<file path="src/rtl/nmea_pkg.sv">
// nmea_pkg: types, codes, constants and decode tables of the sentence parser
// depends on nothing; imported by every module of the parser
package nmea_pkg;

  localparam int FIELD_CHARS_MAX_DEF = 31;
  localparam int FRACTION_DIGITS_DEF = 5;
  localparam int OPQ_DEPTH           = 4;
  localparam int STORE_DEPTH         = 11;
  localparam int RECORDS_GGA         = 9;
  localparam int RECORDS_RMC         = 11;

  localparam logic [1:0] STATUS_OK       = 2'd0;
  localparam logic [1:0] STATUS_FORMAT   = 2'd1;
  localparam logic [1:0] STATUS_CHECKSUM = 2'd2;

  localparam logic [7:0] CH_NUL    = 8'h00;
  localparam logic [7:0] CH_LF     = 8'h0A;
  localparam logic [7:0] CH_CR     = 8'h0D;
  localparam logic [7:0] CH_DOLLAR = 8'h24;
  localparam logic [7:0] CH_STAR   = 8'h2A;
  localparam logic [7:0] CH_PLUS   = 8'h2B;
  localparam logic [7:0] CH_COMMA  = 8'h2C;
  localparam logic [7:0] CH_MINUS  = 8'h2D;
  localparam logic [7:0] CH_DOT    = 8'h2E;
  localparam logic [7:0] CH_ZERO   = 8'h30;
  localparam logic [7:0] CH_NINE   = 8'h39;
  localparam logic [7:0] CH_A      = 8'h41;
  localparam logic [7:0] CH_F      = 8'h46;
  localparam logic [7:0] CH_S      = 8'h53;
  localparam logic [7:0] CH_W      = 8'h57;
  localparam logic [7:0] CH_LA     = 8'h61;
  localparam logic [7:0] CH_LF_HEX = 8'h66;

  localparam logic [23:0] TYPE_GGA   = 24'h474741;
  localparam logic [23:0] TYPE_RMC   = 24'h524D43;
  localparam logic [31:0] YEAR_BASE  = 32'd2000;
  localparam logic [31:0] SAT_MAG    = 32'h8000_0000;
  localparam logic [31:0] POS_MAX    = 32'h7FFF_FFFF;
  localparam logic [3:0]  DATE_YEAR_SLOT = 4'd10;

  typedef struct packed {
    logic [7:0] sentence_byte;
    logic       end_of_sentence;
  } sentence_t;

  typedef struct packed {
    logic [1:0]         status;
    logic               sentence_kind;
    logic [3:0]         field_id;
    logic signed [31:0] field_value;
    logic               last;
  } record_t;

  typedef enum logic [1:0] {KIND_GGA, KIND_RMC, KIND_NONE} kind_t;

  typedef enum logic [3:0] {
    R_NONE, R_TIME, R_COORD, R_DIR, R_INT, R_CENTI, R_DECI, R_SPEED, R_VALID, R_DATE
  } role_t;

  typedef enum logic [1:0] {PH_WAIT, PH_BODY, PH_TAIL, PH_REJECT} phase_t;

  typedef enum logic [1:0] {NUM_START, NUM_WHOLE, NUM_FRAC, NUM_STOP} num_phase_t;

  typedef enum logic [3:0] {
    B_IDLE, B_EXEC, B_SATCHK, B_MULP, B_MULN, B_DIV, B_POST, B_CRDM, B_CRDS, B_NEXT, B_EMIT
  } back_state_t;

  // one classified byte, handed from the front to the back
  typedef struct packed {
    logic       feed;
    logic       close;
    logic       finish;
    logic [7:0] chr;
    role_t      role;
    logic [3:0] slot;
    logic [2:0] pos;       // char position in field, saturated at 7
    logic       nonempty;
    logic [1:0] status;
    logic       kind;
  } op_t;

  function automatic kind_t kind_of(input logic [23:0] code);
    if (code == TYPE_GGA) return KIND_GGA;
    if (code == TYPE_RMC) return KIND_RMC;
    return KIND_NONE;
  endfunction

  function automatic role_t field_role(input kind_t kind, input logic [4:0] fnum);
    role_t r;
    r = R_NONE;
    if (kind == KIND_GGA) begin
      unique case (fnum)
        5'd1:           r = R_TIME;
        5'd2, 5'd4:     r = R_COORD;
        5'd3, 5'd5:     r = R_DIR;
        5'd6, 5'd7:     r = R_INT;
        5'd8:           r = R_CENTI;
        5'd9:           r = R_DECI;
        default:        r = R_NONE;
      endcase
    end else if (kind == KIND_RMC) begin
      unique case (fnum)
        5'd1:           r = R_TIME;
        5'd2:           r = R_VALID;
        5'd3, 5'd5:     r = R_COORD;
        5'd4, 5'd6:     r = R_DIR;
        5'd7:           r = R_SPEED;
        5'd8:           r = R_CENTI;
        5'd9:           r = R_DATE;
        default:        r = R_NONE;
      endcase
    end
    return r;
  endfunction

  // store slot, time/date base slot, or direction index
  function automatic logic [3:0] field_slot(input kind_t kind, input logic [4:0] fnum);
    logic [3:0] s;
    s = 4'd0;
    if (kind == KIND_GGA) begin
      unique case (fnum)
        5'd2:    s = 4'd3;
        5'd4:    s = 4'd4;
        5'd5:    s = 4'd1;
        5'd6:    s = 4'd5;
        5'd7:    s = 4'd6;
        5'd8:    s = 4'd7;
        5'd9:    s = 4'd8;
        default: s = 4'd0;
      endcase
    end else if (kind == KIND_RMC) begin
      unique case (fnum)
        5'd2:    s = 4'd5;
        5'd3:    s = 4'd3;
        5'd5:    s = 4'd4;
        5'd6:    s = 4'd1;
        5'd7:    s = 4'd6;
        5'd8:    s = 4'd7;
        5'd9:    s = 4'd8;
        default: s = 4'd0;
      endcase
    end
    return s;
  endfunction

  function automatic logic [3:0] record_id(input logic rmc, input logic [3:0] idx);
    if (rmc && idx >= 4'd5) return idx + 4'd4;
    return idx;
  endfunction

  function automatic logic [23:0] pow10(input logic [2:0] n);
    logic [23:0] p;
    unique case (n)
      3'd0:    p = 24'd1;
      3'd1:    p = 24'd10;
      3'd2:    p = 24'd100;
      3'd3:    p = 24'd1000;
      3'd4:    p = 24'd10000;
      3'd5:    p = 24'd100000;
      3'd6:    p = 24'd1000000;
      default: p = 24'd10000000;
    endcase
    return p;
  endfunction

  function automatic logic [4:0] hex_nibble(input logic [7:0] b);
    if (b >= CH_ZERO && b <= CH_NINE) return 5'(b - CH_ZERO);
    if (b >= CH_A && b <= CH_F)       return 5'(b - CH_A + 8'd10);
    if (b >= CH_LA && b <= CH_LF_HEX) return 5'(b - CH_LA + 8'd10);
    return 5'd16;
  endfunction

  function automatic logic [31:0] signed_clamp(input logic [63:0] mag, input logic neg);
    logic [31:0] m;
    m = (mag > 64'(SAT_MAG)) ? SAT_MAG : mag[31:0];
    if (neg) return 32'd0 - m;
    return (m > POS_MAX) ? POS_MAX : m;
  endfunction

  function automatic logic [10:0] role_num(input role_t r);
    if (r == R_CENTI) return 11'd100;
    if (r == R_DECI)  return 11'd10;
    return 11'd1852;
  endfunction

  function automatic logic [3:0] role_den(input role_t r);
    if (r == R_SPEED) return 4'd10;
    return 4'd1;
  endfunction

endpackage

</file>
<file path="src/rtl/nmea_opq.sv">
// nmea_opq: short op queue between the byte classifier and the field engine
// depends on nmea_pkg
module nmea_opq import nmea_pkg::*; (
  input  logic clk,
  input  logic rst,
  input  logic push,
  input  op_t  wdata,
  output logic full,
  input  logic pop,
  output op_t  rdata,
  output logic empty
);

  localparam int PTR_W = $clog2(OPQ_DEPTH);

  op_t            slots [OPQ_DEPTH];
  logic [PTR_W-1:0] wr_ptr, rd_ptr;
  logic [PTR_W:0]   count;
  logic             do_push, do_pop;

  assign full    = (count == (PTR_W + 1)'(OPQ_DEPTH));
  assign empty   = (count == '0);
  assign do_push = push && !full;
  assign do_pop  = pop && !empty;
  assign rdata   = slots[rd_ptr];

  always_ff @(posedge clk) begin
    if (do_push) slots[wr_ptr] <= wdata;
  end

  always_ff @(posedge clk) begin
    if (rst) begin
      wr_ptr <= '0;
      rd_ptr <= '0;
      count  <= '0;
    end else begin
      if (do_push) wr_ptr <= wr_ptr + 1'b1;
      if (do_pop)  rd_ptr <= rd_ptr + 1'b1;
      count <= count + (PTR_W + 1)'(do_push) - (PTR_W + 1)'(do_pop);
    end
  end

endmodule

</file>
<file path="config.mk">
export PLATFORM = sky130hd
export DESIGN_NAME = nmea_opq
export DESIGN_NICKNAME = d
export VERILOG_FILES = /design/src/rtl/nmea_pkg.sv /design/src/rtl/nmea_opq.sv
export SDC_FILE = /design/constraint.sdc
export NUM_CORES = 1
export LEC_CHECK = 0
export ABC_CLOCK_PERIOD_IN_PS = 2100
export BUFFER_PORTS_ARGS = -buffer_cell sky130_fd_sc_hd__buf_4
export CORE_UTILIZATION = 48
export CTS_CLUSTER_DIAMETER = 100
export DETAILED_ROUTE_END_ITERATION = 10
export GPL_TIMING_DRIVEN = 0
export PLACE_DENSITY = 0.71
export SETUP_SLACK_MARGIN = 0.1
export SYNTH_ARGS = -nofsm -noshare
export SYNTH_HDL_FRONTEND = slang
export SYNTH_SLANG_ARGS = --single-unit
</file>
<file path="constraint.sdc">
create_clock -name clk -period 2.1 [get_ports clk]
set_input_delay 0.315 -clock clk [delete_from_list [all_inputs] [get_ports clk]]
set_output_delay 0.315 -clock clk [all_outputs]
set_load 0.01 [all_outputs]
</file>
* Word-level counts from Yosys, hierarchy flattened *
Memory sizes are Yosys's and may differ from the RTL's. A register that Yosys moved wholly into a read port is not among the register bits.
Index checks and enable logic that the tools add are counted.

cells by class
  mux-type cells = 4
  equal/unequal tests = 1
  $add $sub $neg = 4
  reductions and logical operators = 5

operators with widths
  kind                   number
  $add A2 B1 Y2 const B  2
  $mux W2                2
  $add A3 B1 Y3          1
  $eq A3 B3 Y1 const B   1
  $logic_not A3 Y1       1
  $sub A3 B1 Y3          1
  $logic_and A1 B1 Y1    2
  $logic_not A1 Y1       2
  $mux W1                2

storage, ports and cells
  logic and storage cells = 18
  output and inout bits = 28
  register bits = 7
  bits in writable memories = 104
  memories = 1

memory list
  name   depth  bits a word  read ports  clocked after memory_dff  wr ports  line            RTL
  slots  4      26           1           1                         1         nmea_opq.sv:16  op_t slots [OPQ_DEPTH];

* Depth between registers and ports, before layout *
  word-level depth = 5
  mapped depth = 10
  mapped depth without buffers = 10

* Least setup slack after synthesis *
OpenSTA, ideal clock, no wires.

  path kind = flip-flop to flip-flop
  from = reg count[2]
  to = reg count[2]
  period minus slack after synthesis = 2.047 ns
  arrival time = 1.922 ns
  path buffers = 0
  setup slack = 0.053 ns
  library setup time = 0.125 ns
  required time = 1.975 ns
  cell stages (with the launch flop) = 11
  path through = dfxtp_1 > nor3b_2 > nor2_2 > inv_1 > ha_1 > inv_1 > ha_1 > fa_1 > xnor2_1 > xnor2_1 > nor2_1

between the ends
  word-level cells in the longest chain between the ends = 5
  elaborated cells on any way between the ends = 8
  those cells by class = add/sub: 2; eq/ne: 1; reduce/logical: 5

ends and longest elaborated chain
  item                    line            RTL
  from (decl)             nmea_opq.sv:18  logic [PTR_W:0] count;
  from (signal assigned)  nmea_opq.sv:39  count <= count + (PTR_W + 1)'(do_push) - (PTR_W + 1)'(do_pop);
  $eq A3 B3 Y1            nmea_opq.sv:21  assign full = (count == (PTR_W + 1)'(OPQ_DEPTH));
  via full                nmea_opq.sv:8   output logic full,
  $logic_not A1 Y1        nmea_opq.sv:23  assign do_push = push && !full;
  $logic_and A1 B1 Y1     nmea_opq.sv:23
  $add A3 B1 Y3           nmea_opq.sv:39
  $sub A3 B1 Y3           nmea_opq.sv:39

The timed path passes the listed nets, and every way through them passes these cells.
A chain may end at the register's enable or synchronous reset.

==> impl_metrics.csv <==
group,metric,value,unit
routing,drt_wl_total,7170,um
critical_path,arrival,1.81,ns
final_layout,diodes,0,
power_and_ir_drop,p_leak,2.02,nW
clock_tree,htree_levels,4,
global_route,first_global_vias,2149,
global_route,grt_max_degree,27,
synthesis,synthCells,187,
timing,max_freq,470,MHz
routing,num_vias,2056,
critical_path,reg2reg_depth,9,
power_and_ir_drop,power,7.37,mW
clock_tree,cts_buffers,17,
die,die_w,96.4,um
final_layout,area_growth,33.8,%
global_route,antenna_found_initial,0,
clock_tree,cts_tree,"built",
final_layout,nNetsFinal,317,
routing,drc_errors,0,
clock_tree,clk_pin_slew,0.06,ns
global_route,gr-total-overflow,0,
synthesis,post-synth-top-area-cell,"edfxtp_1",
placed_design,portBuffers,56,
die,dieArea,0.00930,mm2
synthesis,yosys.area.top_type_share,72.9,%
clock_tree,clock_latency,0.50,ns
power_and_ir_drop,p_per_area,1290,mW/mm2
synthesis,ys_ff_latch,113,
final_layout,drive_gt1_share,46.8,%
die,fp.coreArea,0.00868,mm2
final_layout,layout_commonest_cell,"edfxtp_1",
placed_design,dp_slack,-0.212,ns
routing,drt-initial-drc-count,82,
synthesis,synth_cell_types,27,
synthesis,yosysWarningCount,0,
synthesis,yosysSeqAreaShare,77.1,%
global_route,grtUsageTotal,17.1,%
min_path,hold_path_class,"input port to flop",
placed_design,place.gp.congestion,0.705,
min_path,whs_path_depth,1,
clock_tree,cts_num_sinks,113,
routing,vias_per_cell,5.13,
die,die-height,96.4,um
synthesis,syn_area,0.00428,mm2
timing,setup_viol,5,
critical_path,path_max_fanout,8,
critical_path,worst_setup_path_end_kind,"output pin",
timing,fin_crit_sh,101,%
global_route,grt_pass1_wl,10900,um
timing,worst_slack,-0.0294,ns
power_and_ir_drop,irDropWorstVdd,0.796,mV
synthesis,synth_area_leaders,"edfxtp_1 73%, mux4_2 11%, dfxtp_1 4.2%",
critical_path,start_kind,"flop",
timing,hold_violations,0,
die,initial_core_util,49.3,%
placed_design,place_hpwl,4050,um
flow_run,maxCapViolCount,0,
final_layout,fill_cells,585,
timing,rsz0062_at_grt,"true",
routing,wl_per_cell,17.9,um
synthesis,avgSynthCellArea,22.9,um2
clock_tree,clk_path_buf_depth,2,
clock_tree,clockRootBuffer,"clkbuf_8",
die,boundaryPins,58,
die,num_rows,34,
timing,tightest_slew,0.743,ns
routing,dr.pass1.iters,4,
final_layout,layout_common_cells,"104 x edfxtp_1, 36 x buf_4, 27 x buf_6, 26 x mux4_2, 17 x clkbuf_16",
timing,drv_slew,0,
outcome,outcome,"finished, violations left",
timing,min_period,2.13,ns
critical_path,cp.required,1.78,ns
critical_path,critical_path_class,"flop to output pin",
routing,postRouteAntennaNets,0,
synthesis,syn-num-nets,224,
outcome,failed_checks,"negative setup slack",
timing,clock_skew,0.00988,ns
timing,slew_headroom,50.5,%
==> cell families after synthesis <==
logic type               synth area share [%]
AO/OA/AOI/OAI                           0.760
multiplexers                             14.4
AND/OR/NAND/NOR                          2.48
buffers and inverters                    2.34
adder cells (fa/ha/maj)                  2.22
XOR/XNOR                                0.614
flip-flops                               77.1
==> registers in the layout, indices dropped and copies added, names as in the netlist, named ones only <==
register and flops:
rd_ptr 2, wr_ptr 2, count 3, slots 104
==> per-stage QoR <==
| step | std cells | utilization (%) | setup TNS (ns) | hold slack (ns) | area [um2] |
|---|---|---|---|---|---|
| 2_1_floorplan | 187 | - | 0 | 0.414 | 4300 |
| 3_3_place_gp | 351 | 56.0 | -17.59 | 0.479 | 4860 |
| 3_5_place_dp | 351 | 56.0 | -20.55 | 0.492 | 4860 |
| 4_1_cts | 398 | 65.5 | -0.568 | 0.000324 | 5680 |
| 5_1_grt | 401 | 66.0 | -1.28 | -0.00123 | 5730 |
| 6_report | 401 | 66.0 | -0.0802 | 0.0156 | 5730 |
==> synth_stat cells <==
cell type and count:
nor2_2 1, clkbuf_2 1, nor3b_2 1, nor3_2 1, inv_1 8, mux4_2 20, o31ai_2 1, buf_6 1
dfxtp_1 9, or3_1 2, nand2b_1 2, mux2i_1 1, nor2b_1 2, fa_1 1, a21oi_1 2, mux4_1 6
buf_2 2, xor2_1 1, nand2_1 1, and2_1 4, clkbuf_1 1, buf_12 2, xnor2_1 2, ha_1 6
nor2_1 3, edfxtp_1 104, o21ai_0 2
==> cell type report <==
type                       count  area, um2  share of cell area (%)
buffer                         7       91.3                    1.59
clock buffer                  18        418                    7.30
clock inverter                14        123                    2.14
inverter                       8       30.0                   0.524
multi-input combinational     59        893                    15.6
sequential                   113       3310                    57.8
tap                          108        135                    2.36
timing repair buffer          74        724                    12.6
==> worst max-delay path, stage by stage, from the launching register on <==
cell       delay (ns)
dfxtp_2          0.34
buf_12           0.15
clkbuf_16        0.17
mux4_2           0.51
buf_6            0.14
==> report_power, final <==
part           switching, mW  internal, mW
clock network          0.923          1.65
logic                  0.777          1.18
registers              0.105          2.73
total                   1.80          5.56
==> path summary, 6_finish.rpt <==
check	slack, ns	end	start
setup / recovery	-0.03	rdata[18]	flop
hold / removal	0.02	slots[1][11]	wdata[11]
setup reg to reg	0.11	count[2]	count[1]
hold reg to reg	0.50	rd_ptr[1]	rd_ptr[1]
==> timing repair <==
action                     4_1_cts  5_1_grt
hold buffers                    10        0
setup buffers                    4        2
hold endpoints to repair        35        0
setup endpoints to repair      132       28
pin swaps                        5        4
cloned                           1        1
gates resized for setup         46        3
==> layer usage <==
metal | wire [um] | global-route usage (%)
met1 | 3230 | 22.0
met5 | 0 | 0
met2 | 3530 | 27.3
met4 | 111 | 7.72
met3 | 304 | 4.69
Power figures use the tool's default switching activity.
