**src/rtl/nmea_pkg.sv**
```systemverilog
// nmea_pkg: types, codes, constants and decode tables of the sentence parser
// depends on nothing; imported by every module of the parser
package nmea_pkg;

  localparam int FIELD_CHARS_MAX_DEF = 31;
  localparam int FRACTION_DIGITS_DEF = 5;
  localparam int OPQ_DEPTH           = 4;
  localparam int STORE_DEPTH         = 11;
  localparam int RECORDS_GGA         = 9;
  localparam int RECORDS_RMC         = 11;

  localparam logic [1:0] STATUS_OK       = 2'd0;
  localparam logic [1:0] STATUS_FORMAT   = 2'd1;
  localparam logic [1:0] STATUS_CHECKSUM = 2'd2;

  localparam logic [7:0] CH_NUL    = 8'h00;
  localparam logic [7:0] CH_LF     = 8'h0A;
  localparam logic [7:0] CH_CR     = 8'h0D;
  localparam logic [7:0] CH_DOLLAR = 8'h24;
  localparam logic [7:0] CH_STAR   = 8'h2A;
  localparam logic [7:0] CH_PLUS   = 8'h2B;
  localparam logic [7:0] CH_COMMA  = 8'h2C;
  localparam logic [7:0] CH_MINUS  = 8'h2D;
  localparam logic [7:0] CH_DOT    = 8'h2E;
  localparam logic [7:0] CH_ZERO   = 8'h30;
  localparam logic [7:0] CH_NINE   = 8'h39;
  localparam logic [7:0] CH_A      = 8'h41;
  localparam logic [7:0] CH_F      = 8'h46;
  localparam logic [7:0] CH_S      = 8'h53;
  localparam logic [7:0] CH_W      = 8'h57;
  localparam logic [7:0] CH_LA     = 8'h61;
  localparam logic [7:0] CH_LF_HEX = 8'h66;

  localparam logic [23:0] TYPE_GGA   = 24'h474741;
  localparam logic [23:0] TYPE_RMC   = 24'h524D43;
  localparam logic [31:0] YEAR_BASE  = 32'd2000;
  localparam logic [31:0] SAT_MAG    = 32'h8000_0000;
  localparam logic [31:0] POS_MAX    = 32'h7FFF_FFFF;
  localparam logic [3:0]  DATE_YEAR_SLOT = 4'd10;

  typedef struct packed {
    logic [7:0] sentence_byte;
    logic       end_of_sentence;
  } sentence_t;

  typedef struct packed {
    logic [1:0]         status;
    logic               sentence_kind;
    logic [3:0]         field_id;
    logic signed [31:0] field_value;
    logic               last;
  } record_t;

  typedef enum logic [1:0] {KIND_GGA, KIND_RMC, KIND_NONE} kind_t;

  typedef enum logic [3:0] {
    R_NONE, R_TIME, R_COORD, R_DIR, R_INT, R_CENTI, R_DECI, R_SPEED, R_VALID, R_DATE
  } role_t;

  typedef enum logic [1:0] {PH_WAIT, PH_BODY, PH_TAIL, PH_REJECT} phase_t;

  typedef enum logic [1:0] {NUM_START, NUM_WHOLE, NUM_FRAC, NUM_STOP} num_phase_t;

  typedef enum logic [3:0] {
    B_IDLE, B_EXEC, B_SATCHK, B_MULP, B_MULN, B_DIV, B_POST, B_CRDM, B_CRDS, B_NEXT, B_EMIT
  } back_state_t;

  // one classified byte, handed from the front to the back
  typedef struct packed {
    logic       feed;
    logic       close;
    logic       finish;
    logic [7:0] chr;
    role_t      role;
    logic [3:0] slot;
    logic [2:0] pos;       // char position in field, saturated at 7
    logic       nonempty;
    logic [1:0] status;
    logic       kind;
  } op_t;

  function automatic kind_t kind_of(input logic [23:0] code);
    if (code == TYPE_GGA) return KIND_GGA;
    if (code == TYPE_RMC) return KIND_RMC;
    return KIND_NONE;
  endfunction

  function automatic role_t field_role(input kind_t kind, input logic [4:0] fnum);
    role_t r;
    r = R_NONE;
    if (kind == KIND_GGA) begin
      unique case (fnum)
        5'd1:           r = R_TIME;
        5'd2, 5'd4:     r = R_COORD;
        5'd3, 5'd5:     r = R_DIR;
        5'd6, 5'd7:     r = R_INT;
        5'd8:           r = R_CENTI;
        5'd9:           r = R_DECI;
        default:        r = R_NONE;
      endcase
    end else if (kind == KIND_RMC) begin
      unique case (fnum)
        5'd1:           r = R_TIME;
        5'd2:           r = R_VALID;
        5'd3, 5'd5:     r = R_COORD;
        5'd4, 5'd6:     r = R_DIR;
        5'd7:           r = R_SPEED;
        5'd8:           r = R_CENTI;
        5'd9:           r = R_DATE;
        default:        r = R_NONE;
      endcase
    end
    return r;
  endfunction

  // store slot, time/date base slot, or direction index
  function automatic logic [3:0] field_slot(input kind_t kind, input logic [4:0] fnum);
    logic [3:0] s;
    s = 4'd0;
    if (kind == KIND_GGA) begin
      unique case (fnum)
        5'd2:    s = 4'd3;
        5'd4:    s = 4'd4;
        5'd5:    s = 4'd1;
        5'd6:    s = 4'd5;
        5'd7:    s = 4'd6;
        5'd8:    s = 4'd7;
        5'd9:    s = 4'd8;
        default: s = 4'd0;
      endcase
    end else if (kind == KIND_RMC) begin
      unique case (fnum)
        5'd2:    s = 4'd5;
        5'd3:    s = 4'd3;
        5'd5:    s = 4'd4;
        5'd6:    s = 4'd1;
        5'd7:    s = 4'd6;
        5'd8:    s = 4'd7;
        5'd9:    s = 4'd8;
        default: s = 4'd0;
      endcase
    end
    return s;
  endfunction

  function automatic logic [3:0] record_id(input logic rmc, input logic [3:0] idx);
    if (rmc && idx >= 4'd5) return idx + 4'd4;
    return idx;
  endfunction

  function automatic logic [23:0] pow10(input logic [2:0] n);
    logic [23:0] p;
    unique case (n)
      3'd0:    p = 24'd1;
      3'd1:    p = 24'd10;
      3'd2:    p = 24'd100;
      3'd3:    p = 24'd1000;
      3'd4:    p = 24'd10000;
      3'd5:    p = 24'd100000;
      3'd6:    p = 24'd1000000;
      default: p = 24'd10000000;
    endcase
    return p;
  endfunction

  function automatic logic [4:0] hex_nibble(input logic [7:0] b);
    if (b >= CH_ZERO && b <= CH_NINE) return 5'(b - CH_ZERO);
    if (b >= CH_A && b <= CH_F)       return 5'(b - CH_A + 8'd10);
    if (b >= CH_LA && b <= CH_LF_HEX) return 5'(b - CH_LA + 8'd10);
    return 5'd16;
  endfunction

  function automatic logic [31:0] signed_clamp(input logic [63:0] mag, input logic neg);
    logic [31:0] m;
    m = (mag > 64'(SAT_MAG)) ? SAT_MAG : mag[31:0];
    if (neg) return 32'd0 - m;
    return (m > POS_MAX) ? POS_MAX : m;
  endfunction

  function automatic logic [10:0] role_num(input role_t r);
    if (r == R_CENTI) return 11'd100;
    if (r == R_DECI)  return 11'd10;
    return 11'd1852;
  endfunction

  function automatic logic [3:0] role_den(input role_t r);
    if (r == R_SPEED) return 4'd10;
    return 4'd1;
  endfunction

endpackage

```
**src/rtl/nmea_front.sv**
```systemverilog
// nmea_front: byte classifier; tracks framing, type, fields and checksum
// depends on nmea_pkg; feeds nmea_opq with at most one op per accepted byte
module nmea_front import nmea_pkg::*; #(
  parameter int FIELD_CHARS_MAX = FIELD_CHARS_MAX_DEF
) (
  input  logic      clk,
  input  logic      rst,
  input  logic      accept,
  input  sentence_t sentence,
  output op_t       op,
  output logic      op_push
);

  localparam int CNT_W = $clog2(FIELD_CHARS_MAX + 1);

  phase_t           phase, phase_next;
  logic [7:0]       pos, pos_next;
  logic [4:0]       fnum, fnum_next;
  logic [7:0]       xsum, xsum_next;
  logic [7:0]       dsum, dsum_next;
  logic [1:0]       hexcnt, hexcnt_next;
  logic [23:0]      type_code, type_code_next;
  logic [CNT_W-1:0] cc, cc_next;
  logic             field_open, field_open_next;
  logic [1:0]       tail_cnt, tail_cnt_next;
  logic             hex_done, hex_done_next;
  logic             string_ended, string_ended_next;

  logic [7:0] b;
  logic [4:0] hex_v;
  kind_t      kind_w;
  role_t      role_w;
  logic [3:0] slot_w;
  logic       fmt_bad, sum_bad;

  always_comb begin
    phase_next        = phase;
    pos_next          = pos;
    fnum_next         = fnum;
    xsum_next         = xsum;
    dsum_next         = dsum;
    hexcnt_next       = hexcnt;
    type_code_next    = type_code;
    cc_next           = cc;
    field_open_next   = field_open;
    tail_cnt_next     = tail_cnt;
    hex_done_next     = hex_done;
    string_ended_next = string_ended;
    op                = '0;
    b                 = sentence.sentence_byte;
    hex_v             = hex_nibble(b);
    kind_w            = KIND_NONE;
    role_w            = R_NONE;
    slot_w            = 4'd0;
    fmt_bad           = 1'b0;
    sum_bad           = 1'b0;
    if (accept) begin
      if (!(string_ended || phase == PH_REJECT)) begin
        if (phase == PH_WAIT) begin
          if (b == CH_DOLLAR) begin
            phase_next = PH_BODY;
            pos_next   = 8'd1;
          end else begin
            phase_next = PH_REJECT;
          end
        end else if (b == CH_NUL) begin
          string_ended_next = 1'b1;
        end else begin
          if (pos != 8'd255) pos_next = pos + 8'd1;
          if (phase == PH_BODY) begin
            if (pos >= 8'd3 && pos <= 8'd5) type_code_next = {type_code[15:0], b};
            kind_w      = kind_of(type_code_next);
            role_w      = field_role(kind_w, fnum);
            slot_w      = field_slot(kind_w, fnum);
            op.role     = role_w;
            op.slot     = slot_w;
            op.chr      = b;
            op.nonempty = (cc != '0);
            op.pos      = (cc > CNT_W'(7)) ? 3'd7 : cc[2:0];
            if (b == CH_STAR) begin
              op.close        = 1'b1;
              cc_next         = '0;
              field_open_next = 1'b0;
              phase_next      = PH_TAIL;
            end else begin
              xsum_next = xsum ^ b;
              if (b == CH_COMMA) begin
                op.close        = 1'b1;
                cc_next         = '0;
                field_open_next = 1'b1;
                if (fnum != 5'd31) fnum_next = fnum + 5'd1;
              end else if (field_open) begin
                if (b == CH_CR || b == CH_LF) begin
                  field_open_next = 1'b0;
                end else if (cc < CNT_W'(FIELD_CHARS_MAX)) begin
                  op.feed = (role_w != R_NONE);
                  cc_next = cc + 1'b1;
                end
              end
            end
          end else begin
            // checksum digits after the star
            if (tail_cnt != 2'd2) tail_cnt_next = tail_cnt + 2'd1;
            if (!hex_done) begin
              if (!hex_v[4] && hexcnt != 2'd2) begin
                dsum_next   = {dsum[3:0], hex_v[3:0]};
                hexcnt_next = hexcnt + 2'd1;
                if (hexcnt == 2'd1) hex_done_next = 1'b1;
              end else begin
                hex_done_next = 1'b1;
              end
            end
          end
        end
      end
      if (sentence.end_of_sentence) begin
        fmt_bad = (phase_next == PH_REJECT) || (phase_next == PH_WAIT) ||
                  (pos_next < 8'd7) || (kind_of(type_code_next) == KIND_NONE);
        sum_bad = (phase_next != PH_TAIL) || (tail_cnt_next != 2'd2) ||
                  (hexcnt_next == 2'd0) || (xsum_next != dsum_next);
        op.finish = 1'b1;
        op.status = fmt_bad ? STATUS_FORMAT : (sum_bad ? STATUS_CHECKSUM : STATUS_OK);
        op.kind   = (kind_of(type_code_next) == KIND_RMC);
      end
    end
    op_push = accept && (op.feed || op.close || op.finish);
  end

  always_ff @(posedge clk) begin
    if (rst || (accept && sentence.end_of_sentence)) begin
      phase        <= PH_WAIT;
      pos          <= '0;
      fnum         <= '0;
      xsum         <= '0;
      dsum         <= '0;
      hexcnt       <= '0;
      type_code    <= '0;
      cc           <= '0;
      field_open   <= 1'b1;
      tail_cnt     <= '0;
      hex_done     <= 1'b0;
      string_ended <= 1'b0;
    end else if (accept) begin
      phase        <= phase_next;
      pos          <= pos_next;
      fnum         <= fnum_next;
      xsum         <= xsum_next;
      dsum         <= dsum_next;
      hexcnt       <= hexcnt_next;
      type_code    <= type_code_next;
      cc           <= cc_next;
      field_open   <= field_open_next;
      tail_cnt     <= tail_cnt_next;
      hex_done     <= hex_done_next;
      string_ended <= string_ended_next;
    end
  end

endmodule

```
**config.mk**
```make
export PLATFORM = sky130hd
export DESIGN_NAME = nmea_front
export DESIGN_NICKNAME = d
export VERILOG_FILES = /design/src/rtl/nmea_pkg.sv /design/src/rtl/nmea_front.sv
export SDC_FILE = /design/constraint.sdc
export NUM_CORES = 1
export LEC_CHECK = 0
export BUFFER_PORTS_ARGS = -buffer_cell sky130_fd_sc_hd__buf_4
export CAP_MARGIN = 20
export CORE_MARGIN = 1
export CORE_UTILIZATION = 40
export DETAILED_ROUTE_END_ITERATION = 10
export PLACE_DENSITY = 0.69
export SLEW_MARGIN = 20
export SYNTH_ARGS = -nofsm -noshare
export SYNTH_HDL_FRONTEND = slang
export SYNTH_SLANG_ARGS = --single-unit
```
**constraint.sdc**
```tcl
create_clock -name clk -period 2.7 [get_ports clk]
set_input_delay 0.27 -clock clk [delete_from_list [all_inputs] [get_ports clk]]
set_output_delay 0.27 -clock clk [all_outputs]
set_load 0.005 [all_outputs]
```
### Word level (Yosys, flattened, before mapping)

Memories as Yosys holds them, arrays and structs flattened. A register that Yosys moved wholly into a read port is not among the register bits.
Index checks and enable logic that the tools add are counted.

* register bits after elaboration: 67
* bits in latches: 0
* bits in writable memories: 0
* memory bits (read-only): 112
* word-level logic and storage cells: 253
* memories kept: 2

Memory list
* (name not given): depth 16, bits a word 4, read ports 1, clocked after Yosys merged registers in 1, wr ports 0, line nmea_pkg.sv:102 `unique case (fnum)`
* (name not given): depth 16, bits a word 3, read ports 1, clocked after Yosys merged registers in 1, wr ports 0, line nmea_pkg.sv:92 `unique case (fnum)`

* $add $sub $neg: 10
* multiply operators: 0
* divide/modulo/power cells: 0
* order comparisons: 11
* eq/ne operators: 32
* shifts and indexed selects: 0
* mux-type cells: 147
* bitwise logic cells: 6
* reduce and logical (&&, ||, !) cells: 33

Operators by type and width (number)
* 2-to-1 mux 24 bit: 11
* 2-to-1 mux 8 bit: 19
* == test 24 x 23 -> 1 bit (second input constant): 4
* 2-to-1 mux 2 bit: 41
* 2-to-1 mux 20 bit: 4
* 2-to-1 mux 4 bit: 15
* case mux 4 bit (7 select lines): 2
* 2-to-1 mux 5 bit: 11
* 2-to-1 mux 1 bit: 41
* 2-to-1 mux 26 bit: 1
* == test 8 x 6 -> 1 bit (second input constant): 3
* == test 5 x 3 -> 1 bit (second input constant): 4
* == test 8 x 4 -> 1 bit (second input constant): 2
* >= comparator 8 x 7 -> 1 bit (second input constant): 2
* <= comparator 8 x 7 -> 1 bit (second input constant): 2
* AND reduction 8 bit: 2
* logical OR 1 bit: 11
* adder 5 x 1 -> 5 bit (second input constant): 2
* adder 5 x 4 -> 5 bit (second input constant): 2
* == test 5 x 2 -> 1 bit (second input constant): 2
* == test 5 x 4 -> 1 bit (second input constant): 2
* AND reduction 5 bit: 2
* subtractor 5 x 1 -> 5 bit (second input constant): 2
* adder 8 x 1 -> 8 bit (second input constant): 1
* other kinds (27): 51

### Longest topological paths before layout

Gate-level depths: netlist of the first run.

* word-level depth: 50
* depth in mapped cells: 13

### Least setup slack after synthesis of the first run

No wires, ideal clock.

* path kind: input port to output port
* start: input port sentence[2] in the netlist's numbering
* end: output port op[2] in the netlist's numbering
* arrival: 2616 ps
* required time: 2430 ps
* path slack: -186 ps
* stages: 11
* cell sequence: clkbuf_1 inv_1 ha_1 nor3b_2 a2111oi_4 o211a_2 buf_4 mux2i_1 xnor2_1 nand4_1 o2111a_1

RTL lines
* from (decl): line nmea_front.sv:9 `input sentence_t sentence,`
* to (decl): line nmea_front.sv:10 `output op_t op,`

### Worst setup path after layout of the first run

* start: register pos[7]
* end: output port op_push

* word-level cells in the longest chain between the ends: 45

Ends and longest elaborated chain
* from (decl): line nmea_front.sv:17 `logic [7:0] pos, pos_next;`
* from (signal assigned): line nmea_front.sv:145 `pos <= pos_next;`
* >= comparator 8 x 2 -> 1 bit or <= comparator 8 x 3 -> 1 bit (tied branches): line nmea_front.sv:71 `if (pos >= 8'd3 && pos <= 8'd5) type_code_next = {type_code[15:0], b};`
* logical AND 1 bit (*): line nmea_front.sv:71
* 2-to-1 mux 24 bit (*): line nmea_front.sv:71
* 2-to-1 mux 24 bit (*): line nmea_front.sv:70 `if (phase == PH_BODY) begin`
* 2-to-1 mux 24 bit (*): line nmea_front.sv:66 `end else if (b == CH_NUL) begin`
* 2-to-1 mux 24 bit (*): line nmea_front.sv:59 `if (phase == PH_WAIT) begin`
* 2-to-1 mux 24 bit (*): line nmea_front.sv:58 `if (!(string_ended || phase == PH_REJECT)) begin`
* 2-to-1 mux 24 bit (*): line nmea_front.sv:57 `if (accept) begin`
* (+28 left out)
* 2-to-1 mux 1 bit (*): line nmea_front.sv:80 `if (b == CH_STAR) begin`
* 2-to-1 mux 2 bit (*): line nmea_front.sv:70
* 2-to-1 mux 2 bit (*): line nmea_front.sv:66
* 2-to-1 mux 2 bit (*): line nmea_front.sv:59
* 2-to-1 mux 2 bit (*): line nmea_front.sv:58
* 2-to-1 mux 26 bit (*): line nmea_front.sv:57
* logical OR 1 bit (*) (2 in a row): line nmea_front.sv:126 `op_push = accept && (op.feed || op.close || op.finish);`
* logical AND 1 bit (*): line nmea_front.sv:126
* to (decl): line nmea_front.sv:11 `output logic op_push`

Mark *: on every way between the ends. The rest lies on a longest branch, timed or not. The select of a mux whose other input is x is not followed.

==> results of run 1 <==
## area by class of cell
cell class                 count  area (um^2)  share of cell area
sequential                    74         1491              0.2429
clock buffer                  10        229.0             0.03729
inverter                      23        86.33             0.01406
timing repair buffer         113        859.6              0.1400
tap                          143        178.9             0.02914
multi-input combinational    450         3238              0.5274
clock inverter                 5        56.30            0.009171
## logic make-up (layout without fill, tap and decap cells)
family / Yosys count / count (layout) / synth area share
AOI/OAI and AO/OA: 104 / 104 / 0.1559
adders and majority gates: 20 / 20 / 0.05274
buffers and inverters: 52 / 151 / 0.04721
and+or+nand+nor: 252 / 252 / 0.2811
xor gates and xnor gates: 33 / 33 / 0.06092
DFF: 74 / 74 / 0.3122
muxes: 41 / 41 / 0.08993
## what timing repair did
item | 4_1_cts | 5_1_grt
hold buffers | 0 | 0
resized for setup | 29 | 21
pin swaps | 12 | 7
endpoints found under the setup margin | 13 | 17
hold endpoints to repair | 0 | 0
gates cloned | 0 | 0
buffers inserted | 4 | 3
## per-stage QoR
step	worst slack [ns]	cell area, um^2	util
floorplan	0.01913	4756	-
global placement	-0.09291	5598	0.4882
detailed placement	-0.1475	5598	0.4882
CTS	-0.1795	6020	0.5249
global route	-0.2965	6140	0.5354
finish	-0.1826	6140	0.5354
## worst max-delay path, delay by kind of cell, from the launching register on
family | cells | cell delay, ns
AOI/OAI and AO/OA | 3 | 0.58
and+or+nand+nor | 3 | 0.78
DFF | 1 | 0.31
buffers and inverters | 3 | 0.42
muxes | 1 | 0.20
## metal layers
metal,up-vias,track usage,wire length (um)
met4,0,0.09333,254
li1,2246,-,-
met1,2189,0.2759,5840
met3,21,0.03445,604
met5,-,0,0
met2,98,0.3553,6312
## how the worst min path moves through the flow
stage | from | endpoint | slack [ns]
floorplan | sentence[5] | type_code[4] | 0.42
global placement | tail_cnt[1] | tail_cnt[1] | 0.44
detailed placement | dsum[5] | dsum[5] | 0.45
CTS | rst | pos[7] | 0.27
global route | sentence[1] | type_code[0] | 0.33
finish | rst | pos[7] | 0.28
## state kept, by name (all words and copies together) (netlist names), named ones only
signal        count
type_code        24
dsum              8
pos               8
xsum              8
cc                5
fnum              5
hexcnt            2
phase             2
tail_cnt          2
field_open        1
hex_done          1
string_ended      1
## report_power, final
part | internal (mW) | total, mW | switching [mW]
clock network | 0.709 | 1.18 | 0.467
logic | 0.140 | 0.320 | 0.180
registers | 1.10 | 1.12 | 0.0132
total | 1.95 | 2.61 | 0.660
## cells in the final DEF, fill, tap and decap left out, types with 4 or more instances in the layout
cell,netlist,routed
inv_1,21,21
nand4_1,12,12
buf_4,3,110
xnor2_1,17,17
nand3_1,17,17
and3_1,14,14
ha_1,20,18
nand3b_1,4,4
a21o_1,5,5
nor3_1,22,18
clkbuf_16,0,9
dfxtp_2,0,5
o22ai_1,4,4
mux2i_1,37,34
o21ai_0,16,15
xor2_1,16,15
nor2_1,81,76
nand2_1,53,51
dfxtp_1,74,68
a21oi_1,32,29
nor2_2,1,5
a211oi_1,9,7
==> flow_summary.ini, run 1 <==
[logic_synthesis]
syn_nets = 608
ys.flop_type = dfxtp_1
synth.largest_area_cell = dfxtp_1
syn_inst = 576
synth_top_area_share = 0.3122
synth.distinct_cells = 77
ys_async_sr_fraction = 0
synth.most_common_cell = nor2_1
synth_area_leaders = dfxtp_1 31%, mux2i_1 7.8%, nor2_1 6.4%
syn-cell-area_um2 = 4745
ys_top_cells_by_count = 81 x nor2_1, 74 x dfxtp_1, 53 x nand2_1
ys_warn_count = 0
ys_seq_area_frac = 0.3122
synth-seq-cells = 74
synth-edff-count = 0
syn_area_per_cell_um2 = 8.237

[place]
place_inst = 797
gp_congestion = 0.9123
portBuffers = 38
dp_hpwl_um = 9399

[die]
die_h_um = 110.9
die_w_um = 110.9
pin_count = 39
initial_core_util = 0.4137
core_um2 = 11470
fp-row-count = 39
dieArea_um2 = 12300

[sta]
finClkSkew_ns = 0.009294
tns_ns = -1.023
timing.fmax_ghz = 0.3469
min_period_ns = 2.883
hold_violations = 0
finalMaxSlewViolations = 0
worstMarginPinSlew_ns = 0.5704
worst_hold_slack_ns = 0.2834
setup_slack_ns = -0.1826
rsz0062_at_grt = true
setup_viol = 10
timing.final.crit_share = 1.068
slew_headroom = 0.6148

[grt]
grt_usage = 0.2149
grt_pass1_vias = 4434
grt_overflow = 0
grt_pass1_wl_um = 21520
antenna_found_initial = 0
grt_max_degree = 33

[layout]
n_fill_cell = 1023
drive_above_1_share = 0.2756
stdcell_count = 818
fin_nets = 703
insertedDiodeCount = 0
syn_to_final_growth_pct = 29.40

[clocking]
cts.clk_slew.worst_paths_ns = 0.06
htreeDepth = 3
cts_tree = yes
cts_inserted_buffers = 9
cts.sink_count = 74
clock_latency_ns = 0.34
root_buffer = clkbuf_16
clockBufferDepth = 2

[worst_setup_path]
critPathCapture = op_push
required_ns = 2.43
crit_fanout = 3
cpMaxStageDelayCell = or4_4
r2r_cells = 7
cp_slowest_stage_delay_ns = 0.54
cp-start-kind = flop
path_class = flop to output pin
cp.arrival_ns = 2.61
r2r_slack_ns = 0.21
r2r_start = string_ended
crit_path_frequent_cell = buf_4
end_kind = output pin
crit_start = pos[7]
crit_chain = or4_4, nor2_4, nand2_4, buf_6, mux2i_4, o31ai_4, a2111oi_4, buf_4, o31a_1, buf_4

[drt]
drc = 0
ant_nets = 0
wl_um = 13010
detail_route.wl_per_cell_um = 15.91
drt_iter0_markers = 235
num_vias = 4554
routed_via_density = 5.567
dr.pass1.iters = 5

[power_and_ir_drop]
p_leak_nw = 2.428
peakVddDrop_uv = 227.5
powerDensity_nw_per_um2 = 425.6
power_mw = 2.613

[job]
max_cap_violations = 0

[run_status]
status = complete, but fails checks
violations = negative setup slack

[worst_hold_path]
min_path_type = input port to flop
hold_depth = 4
(Power assumes the default switching activity.)
==> run 2, diff against run 1 <==
ABC_AREA = 1   (was default)
==> flow_summary.ini, run 2 <==
[grt]
grt_pass1_wl_um = 26450
grt-busiest-layer = met2
grt_use_met2 = 0.3860
grt_util_met3 = 0.02944
grt_usage = 0.2333
grt_max_degree = 48
gr-usage-met1 = 0.3022
antenna_found_initial = 0
grt_pass1_vias = 5662
grt_overflow = 0

[logic_synthesis]
synth_area_leaders = dfxtp_1 27%, nand2_1 14%, inv_1 8.3%
ys_seq_area_frac = 0.2738
ys_top_cells_by_count = 197 x nand2_1, 120 x inv_1, 89 x nor2_1
synth.distinct_cells = 46
syn_nets = 895
synth.largest_area_cell = dfxtp_1
synth_top_area_share = 0.2738
ys_async_sr_fraction = 0
syn_area_per_cell_um2 = 6.270
synth.most_common_cell = nand2_1
synth-seq-cells = 74
ys_warn_count = 0
synth-edff-count = 0
ys.flop_type = dfxtp_1
syn_inst = 863
syn-cell-area_um2 = 5411

[worst_setup_path]
r2r_start = pos[1]
cp_slowest_stage_delay_ns = 0.36
crit_chain = inv_4, ha_2, inv_2, nand3_4, nand3_4, buf_12, nand2_1, nand2_2, inv_1, nand2_1, nor2_1, nand2_2, nor2_4, nand3_1, nand2_1, nor2_1, nand2_1, nand2_2, a21oi_2, buf_4
cpMaxStageDelayCell = dfxtp_4
crit_start = pos[1]
r2r_cells = 23
cpLargestDelayFamily = simple AND/OR/NAND/NOR gates
end_kind = output pin
crit_fanout = 6
worst-path-buf-inv = 5
crit_path_frequent_cell = nand2_1
cp-start-kind = flop
r2r_slack_ns = -0.35
cp.arrival_ns = 2.87
required_ns = 2.43
path_class = flop to output pin
r2r-end = type_code[6]

[power_and_ir_drop]
powerDensity_nw_per_um2 = 425.2
peakVddDrop_uv = 311.8
power_mw = 3.122
p_leak_nw = 3.391

[die]
core_um2 = 13240
pin_count = 39
die_w_um = 118.3
fp-row-count = 42
dieArea_um2 = 14000
die_h_um = 118.3
initial_core_util = 0.4086

[clocking]
cts.clk_slew.worst_paths_ns = 0.06
cts_tree = yes
cts_inserted_buffers = 9
root_buffer = clkbuf_16
clockBufferDepth = 2
htreeDepth = 3
clock_latency_ns = 0.35
cts.sink_count = 74

[run_status]
status = complete, but fails checks
violations = negative setup slack

[layout]
largest_register = type_code
drive_above_1_share = 0.2870
syn_to_final_growth_pct = 35.70
finalInstanceArea_um2 = 7343
insertedDiodeCount = 0
fin_nets = 1013
layout_common_cells = 159 x nand2_1, 122 x buf_4, 112 x inv_1, 76 x nor2_1, 71 x dfxtp_1
n_fill_cell = 1214
largest_reg_flops = 24
layout_commonest_cell = nand2_1

[sta]
slew_headroom = 0.6931
timing.fmax_ghz = 0.3182
finalMaxSlewViolations = 0
finClkSkew_ns = 0.008034
rsz0062_at_grt = true
worstMarginPinSlew_ns = 0.4604
setup_viol = 14
timing.final.crit_share = 1.164
min_period_ns = 3.143
hold_violations = 0
worst_hold_slack_ns = 0.2700
setup_slack_ns = -0.4430

[worst_hold_path]
hold_depth = 4
hold_end = fnum[0]
min_path_type = input port to flop
worstHoldStart = rst

[drt]
drt_iter0_markers = 444
routed_via_density = 5.262
detail_route.wl_per_cell_um = 14.06
num_vias = 6115
drc = 0
ant_nets = 0
dr.pass1.iters = 5
wl_um = 16330

[place]
dp_hpwl_um = 10960
dp_slack_ns = -0.05217
gp_congestion = 0.8830
portBuffers = 38
place_area_um2 = 6332

[job]
max_cap_violations = 0
==> run 2: changes by cell type after synthesis, moves of 18 or more <==
cell / change
inv_1: +99
mux2i_1: -37
nand4_1: +18
a21oi_1: +27
nand3_1: +33
nand2_1: +144
o21ai_0: +50
==> run 2: layout make-up <==
cell class / count / area (um^2) / share of cell area
clock buffers: 12 / 256.5 / 0.03493
clock inverters: 4 / 50.05 / 0.006815
inverters: 130 / 490.5 / 0.06679
multi-input cells: 628 / 3643 / 0.4962
flip-flops and latches: 74 / 1490 / 0.2029
well taps: 176 / 220.2 / 0.02999
repair buffers: 138 / 1192 / 0.1624
==> run 2: where the power goes <==
| part | switching [mW] | internal, mW | total (mW) |
|---|---|---|---|
| sequential | 0.0331 | 1.13 | 1.17 |
| combinational | 0.420 | 0.291 | 0.711 |
| clock | 0.481 | 0.764 | 1.25 |
| total | 0.934 | 2.19 | 3.12 |
==> run 2: cell families after synthesis <==
| logic type | count (synthesis) | share of synthesized area |
|---|---|---|
| buffers and inverters | 161 | 0.1184 |
| xor gates and xnor gates | 13 | 0.02104 |
| adders and majority gates | 20 | 0.04624 |
| and+or+nand+nor | 422 | 0.3628 |
| AOI/OAI and AO/OA | 173 | 0.1778 |
| DFF | 74 | 0.2738 |
==> run 2: metrics by stage <==
| stage | TNS, ns | std cells | util |
|---|---|---|---|
| after detailed placement | -0.05780 | 1113 | 0.4782 |
| after global routing | -5.848 | 1162 | 0.5545 |
| after CTS | -2.974 | 1152 | 0.5308 |
| after floorplan | 0 | 863 | - |
| after global placement | -0.03281 | 1113 | 0.4782 |
| final | -3.849 | 1162 | 0.5545 |
==> run 2: layer usage <==
| metal | up-vias | share of wire |
|---|---|---|
| met5 | - | 0 |
| met1 | 2794 | 0.45 |
| li1 | 3059 | - |
| met3 | 44 | 0.054 |
| met2 | 218 | 0.46 |
| met4 | 0 | 0.034 |
==> run 2: worst max-delay path by stage <==
stage | to | depth (start not counted)
detailed placement | op[2] | 19
global route | op_push | 20
finish | op_push | 20
CTS | op_push | 19
floorplan | op[7] | 16
global placement | op[2] | 17
==> run 2: worst min-delay path: cells and delay by family <==
family	cells	cell delay, ns
buffers and inverters	2	0.15
AND/OR/NAND/NOR	2	0.13
==> run 2: what timing repair did <==
action	in CTS	in global routing
pin swaps	25	34
buffers inserted	21	11
gates resized for setup	57	71
cloned	2	2
hold buffers	0	0
endpoints found under the setup margin	13	15
